### config.mk
export PLATFORM = sky130hd
export DESIGN_NAME = mdc_div
export DESIGN_NICKNAME = d
export VERILOG_FILES = /design/src/rtl/mdc_pkg.sv /design/src/rtl/mdc_div.sv
export SDC_FILE = /design/constraint.sdc
export NUM_CORES = 1
export LEC_CHECK = 0
export BUFFER_PORTS_ARGS = -buffer_cell sky130_fd_sc_hd__buf_2
export CORE_MARGIN = 2
export CORE_UTILIZATION = 51
export CTS_CLUSTER_DIAMETER = 100
export DETAILED_ROUTE_END_ITERATION = 10
export PLACE_DENSITY = 0.85
export SYNTH_ARGS = -nofsm -noshare
export SYNTH_HDL_FRONTEND = slang
export SYNTH_SLANG_ARGS = --single-unit
### constraint.sdc
create_clock -name clk_i -period 4.9 [get_ports clk_i]
set_input_delay 0.98 -clock clk_i [delete_from_list [all_inputs] [get_ports clk_i]]
set_output_delay 0.98 -clock clk_i [all_outputs]
set_load 0.005 [all_outputs]
### src/rtl/mdc_pkg.sv
// Types and constants shared by the matrix double centering block
package mdc_pkg;

  localparam int IDX_W  = 6;
  localparam int SUM_D  = 64;
  localparam int CFG_W  = 7;
  localparam int CIX_W  = 2;
  localparam int DATA_W = 32;
  localparam int LINE_W = 38;
  localparam int GRAND_W = 44;
  localparam int DVD_W  = 44;
  localparam int DVS_W  = 14;
  localparam int CNT_W  = 6;
  localparam int ACC_W  = 48;

  localparam logic [1:0] OP_CLEAR  = 2'd0;
  localparam logic [1:0] OP_LOAD   = 2'd1;
  localparam logic [1:0] OP_READ   = 2'd2;
  localparam logic [1:0] OP_CENTER = 2'd3;

  localparam logic [CIX_W-1:0] REG_ROWS   = 2'd0;
  localparam logic [CIX_W-1:0] REG_COLS   = 2'd1;
  localparam logic [CIX_W-1:0] REG_DOUBLE = 2'd2;

  localparam logic signed [ACC_W-1:0] SAT_MAX = 48'sd2147483647;
  localparam logic signed [ACC_W-1:0] SAT_MIN = -48'sd2147483648;

endpackage

### src/rtl/mdc_div.sv
// Bit-serial signed divider, quotient truncated toward zero
module mdc_div
  import mdc_pkg::*;
(
  input  logic                    clk_i,
  input  logic                    rst_ni,
  input  logic                    start_i,
  input  logic signed [DVD_W-1:0] dividend_i,
  input  logic        [DVS_W-1:0] divisor_i,
  output logic signed [DVD_W-1:0] quotient_o,
  output logic                    done_o
);

  logic             busy_q, done_q, neg_q;
  logic [CNT_W-1:0] cnt_q;
  logic [DVD_W-1:0] quo_q;
  logic [DVS_W-1:0] rem_q, dvs_q;
  logic [DVS_W:0]   rem_sh, diff;
  logic             ge;

  assign rem_sh = {rem_q, quo_q[DVD_W-1]};
  assign diff   = rem_sh - {1'b0, dvs_q};
  assign ge     = !diff[DVS_W];

  always_ff @(posedge clk_i or negedge rst_ni) begin
    if (!rst_ni) begin
      busy_q <= 1'b0;
      done_q <= 1'b0;
      cnt_q  <= '0;
    end else begin
      done_q <= 1'b0;
      if (start_i) begin
        busy_q <= 1'b1;
        cnt_q  <= '0;
      end else if (busy_q) begin
        cnt_q <= cnt_q + 1'b1;
        if (cnt_q == CNT_W'(DVD_W - 1)) begin
          busy_q <= 1'b0;
          done_q <= 1'b1;
        end
      end
    end
  end

  always_ff @(posedge clk_i) begin
    if (start_i) begin
      neg_q <= dividend_i[DVD_W-1];
      quo_q <= dividend_i[DVD_W-1] ? -dividend_i : dividend_i;
      rem_q <= '0;
      dvs_q <= divisor_i;
    end else if (busy_q) begin
      quo_q <= {quo_q[DVD_W-2:0], ge};
      rem_q <= ge ? diff[DVS_W-1:0] : rem_sh[DVS_W-1:0];
    end
  end

  assign quotient_o = neg_q ? -quo_q : quo_q;
  assign done_o     = done_q;

endmodule

## Yosys cells after proc, flatten, opt, wreduce, memory -nomap -nowiden

Cells that the tools add are included.

| word-level totals | value |
|---|---|
| register bits after elaboration | 81 |
| output and inout port bits | 45 |

| cells by class | value |
|---|---|
| muxes and demuxes | 13 |
| reduce and logical (&&, ||, !) cells | 2 |
| equality and inequality tests | 1 |
| add/sub/neg operators | 4 |

Operators with widths:

| cell | number |
|---|---|
| 44-bit 2-to-1 mux | 4 |
| 44-bit negator | 2 |
| 15-bit by 14-bit subtractor with 15-bit output | 1 |
| 14-bit 2-to-1 mux | 1 |
| 6-bit 2-to-1 mux | 2 |
| 6-bit by 1-bit adder with 6-bit output, second input constant | 1 |
| 6-bit equality test, second input constant | 1 |
| 1-bit 2-to-1 mux | 6 |
| 2-bit nonzero test | 1 |
| 1-bit zero test | 1 |

## Logic depth before layout (Yosys ltp)

| depth | value |
|---|---|
| depth after elaboration | 4 |
| mapped depth | 11 |
| mapped depth without buffers | 10 |

## Least setup slack after synthesis

No wires, ideal clock.

| timing | value |
|---|---|
| path kind | input-to-reg |
| from | input port dividend_i[14] |
| to | register quo_q[41] (data pin) |
| cell stages on the path | 8 |
| setup slack | 1188 ps |
| setup time | 271 ps |
| data arrival time | 3441 ps |
| cells stage by stage | or3_4 -> or4_4 -> or4_1 -> buf_2 -> or4b_4 -> o31ai_4 -> xor2_1 -> a21oi_1 |

| between the ends | value |
|---|---|
| cells in the longest elaborated chain, start to end | 3 |

RTL lines:

| element | RTL line | text |
|---|---|---|
| start: declaration | mdc_div.sv:8 | `input logic signed [DVD_W-1:0] dividend_i,` |
| 44-bit negator | mdc_div.sv:48 | `quo_q <= dividend_i[DVD_W-1] ? -dividend_i : dividend_i;` |
| 44-bit 2-to-1 mux | mdc_div.sv:48 |  |
| 44-bit 2-to-1 mux | mdc_div.sv:46 | `if (start_i) begin` |
| end signal: assignment | mdc_div.sv:48 |  |
| end signal: assignment | mdc_div.sv:52 | `quo_q <= {quo_q[DVD_W-2:0], ge};` |
| end: declaration | mdc_div.sv:16 | `logic [DVD_W-1:0] quo_q;` |

No other way between the ends.
A chain may end at the register's enable or synchronous reset.

## Worst setup path after layout

| timing | value |
|---|---|
| from | register quo_q[25] |
| to | output port quotient_o[43] |

| between the ends | value |
|---|---|
| cells in the longest elaborated chain, start to end | 2 |

RTL lines:

| element | RTL line | text |
|---|---|---|
| 44-bit negator | mdc_div.sv:57 | `assign quotient_o = neg_q ? -quo_q : quo_q;` |
| 44-bit 2-to-1 mux | mdc_div.sv:57 |  |
| end: declaration | mdc_div.sv:10 | `output logic signed [DVD_W-1:0] quotient_o,` |

No other way between the ends.

==> metrics.cfg <==
[logic_synthesis]
ys.flop_type = edfxtp_1
synth-edff-count = 59
synth_area_leaders = edfxtp_1, xnor2_1, xor2_1
avgSynthCellArea_um2 = 9.30
syn_area_um2 = 5650
ys_types = 57
syn-instance-count = 607
async_flop_share_pct = 9.88
yosysTopAreaCellShare_pct = 31.4
ys_warn_count = 0
synth_fp_nets = 686
synth_top_area_cell = edfxtp_1
ys_ff_latch = 81
seq_area_frac_synth_pct = 39.9

[global_routing]
overflow = 0
grt_max_degree = 118
grt_pass1_wl_mm = 20.9
grt_pass1_vias = 4524
antenna_found_initial = 0
globalRouteTotalUtil_pct = 22.1

[clocking]
cts_setup_buffers = 0
hold_buffers = 0
htreeDepth = 3
cts_inserted_buffers = 9
worst_skew_pair.late_latency_ps = 350
clk_pin_slew_worst_paths_ps = 90
post_cts_resized = 0
clockRootBuffer = clkbuf_8
cts_buffer_depth = 2
cts_tree = yes
clock-sinks = 81

[min_path]
hold_class = in2async

[finish]
drive_gt1_share_pct = 20.9
seq_area_um2 = 2250
area_growth_pct = 15.0
nFillCells = 932
mostFrequentLayoutCell = buf_2
multiInputGateArea_um2 = 3190
final_cells = 842
final_cell_mix = buf_2, nor2_1, edfxtp_1, a21oi_1, xnor2_1
antenna-diode-count = 0
fin_nets = 776
finish.utilization_pct = 59.9

[timing]
timing.final.crit_share_pct = 90.1
slew_headroom_pct = 22.8
fin_tns_setup_ps = 0
hold_viol = 0
whs_ps = 459
final.setup_skew_ps = 15.2
rsz0062_at_grt = false
worstMarginPinSlew_ps = 1150
setup_viol = 0
fmax_ghz = 0.227
slew_violations = 0
period_needed_ps = 4410

[worst_setup_path]
cp_top_family = simple AND/OR/NAND/NOR gates
cp-start-kind = register
crit_chain = or4_1, or3_1, nor4b_1, nand4_1, o41ai_1, xnor2_1, buf_2
slowest_stage = or4_1
reg2reg_depth = 10
cp_num_buf_inv = 1
endpoint_kind = primary output
reg2reg_slack_ps = 1700
critPathRequiredTime_ps = 3920
worstReg2RegStart = quo_q[43]
cp.arrival_ps = 3430
worstPathMaxFanout = 8
worstSetupPathType = reg2out
r2r_end = rem_q[0]
critical_path.max_stage_delay_ps = 570

[placed_design]
dp.cells = 826
dp_hpwl_mm = 9.57
gp_congestion = 0.880
port-buffer-count = 105

[floorplanning]
initial_core_util_pct = 52.1
die_w_um = 109
die_area_um2 = 11900
core_um2 = 10800
rows = 38
fp.dieH_um = 109
io_pins = 106

[routing]
drt-total-wl_mm = 12.8
wl_per_cell_um = 15.2
drc_errors = 0
num_vias = 4792
drt_iter0_markers = 346
ant_nets = 0
vias_per_cell = 5.69
dr.pass1.iters = 5

[power]
leakagePower_uw = 0.00256
peakVddDrop_mv = 0.253
power_density_nw_per_um2 = 371

[run]
drv_cap = 0

[run_status]
status = finished clean

worst max path at each step:
stage,from,end,slack (ps),cells after the start
floorplan,dividend_i[14],quo_q[41],1190,8
global placement,quo_q[25],quotient_o[43],840,7
detailed placement,quo_q[25],quotient_o[43],840,7
CTS,quo_q[25],quotient_o[43],440,7
global route,quo_q[25],quotient_o[43],300,7
finish,quo_q[25],quotient_o[43],490,7
registers in the layout (all words and copies together), names as in the netlist:
name / count
cnt_q: 6
dvs_q: 14
neg_q: 1
quo_q: 44
rem_q: 14
busy_q: 1
done_o: 1
synthesized netlist by cell type (all sizes together), types with 10 or more instances:
library cell	number
a211oi	13
a21oi	55
clkbuf	26
dfxtp	14
edfxtp	59
ha	17
inv	23
mux2i	11
nand2	37
nor2	68
o21ai	32
o31ai	31
o41ai	12
or3	18
or4	10
xnor2	52
xor2	47
layout make-up:
| cell class | count | share of cell area [%] |
|---|---|---|
| Clock buffer | 14 | 2.83 |
| Clock inverter | 2 | 0.540 |
| Inverter | 23 | 1.33 |
| Multi-Input combinational cell | 472 | 49.2 |
| Sequential cell | 81 | 34.7 |
| Tap cell | 140 | 2.70 |
| Timing Repair Buffer | 110 | 8.71 |
metrics by stage:
stage	power, uW	setup slack (ps)	cell area, um^2
detailed placement	1890	837	6270
finish	2410	487	6490
floorplan	1630	1190	5650
CTS	2420	441	6490
global route	2580	297	6490
global placement	1860	841	6270
where the power goes:
group	total [uW]	switching (uW)	internal, uW
logic	909	472	436
clock network	525	230	294
registers	978	114	864
total	2410	817	1590
layer usage:
layer | global-route usage (%) | wire length, um
met1 | 28.7 | 5630
met2 | 36.9 | 6290
met3 | 5.08 | 747
met4 | 6.24 | 133
met5 | 0 | 0
kinds of logic (layout without fill, tap and decap cells):
kind of cell / count (synthesis) / count (layout) / share of synthesized area [%]
xor+xnor: 99 / 99 / 15.4
flops: 81 / 81 / 39.9
compound gates: 155 / 155 / 17.4
simple gates: 187 / 187 / 17.2
mux: 13 / 13 / 2.35
buf+inv: 54 / 149 / 3.68
fa+ha+maj: 18 / 18 / 4.12
No activity file was read; power rests on OpenSTA's default activity.
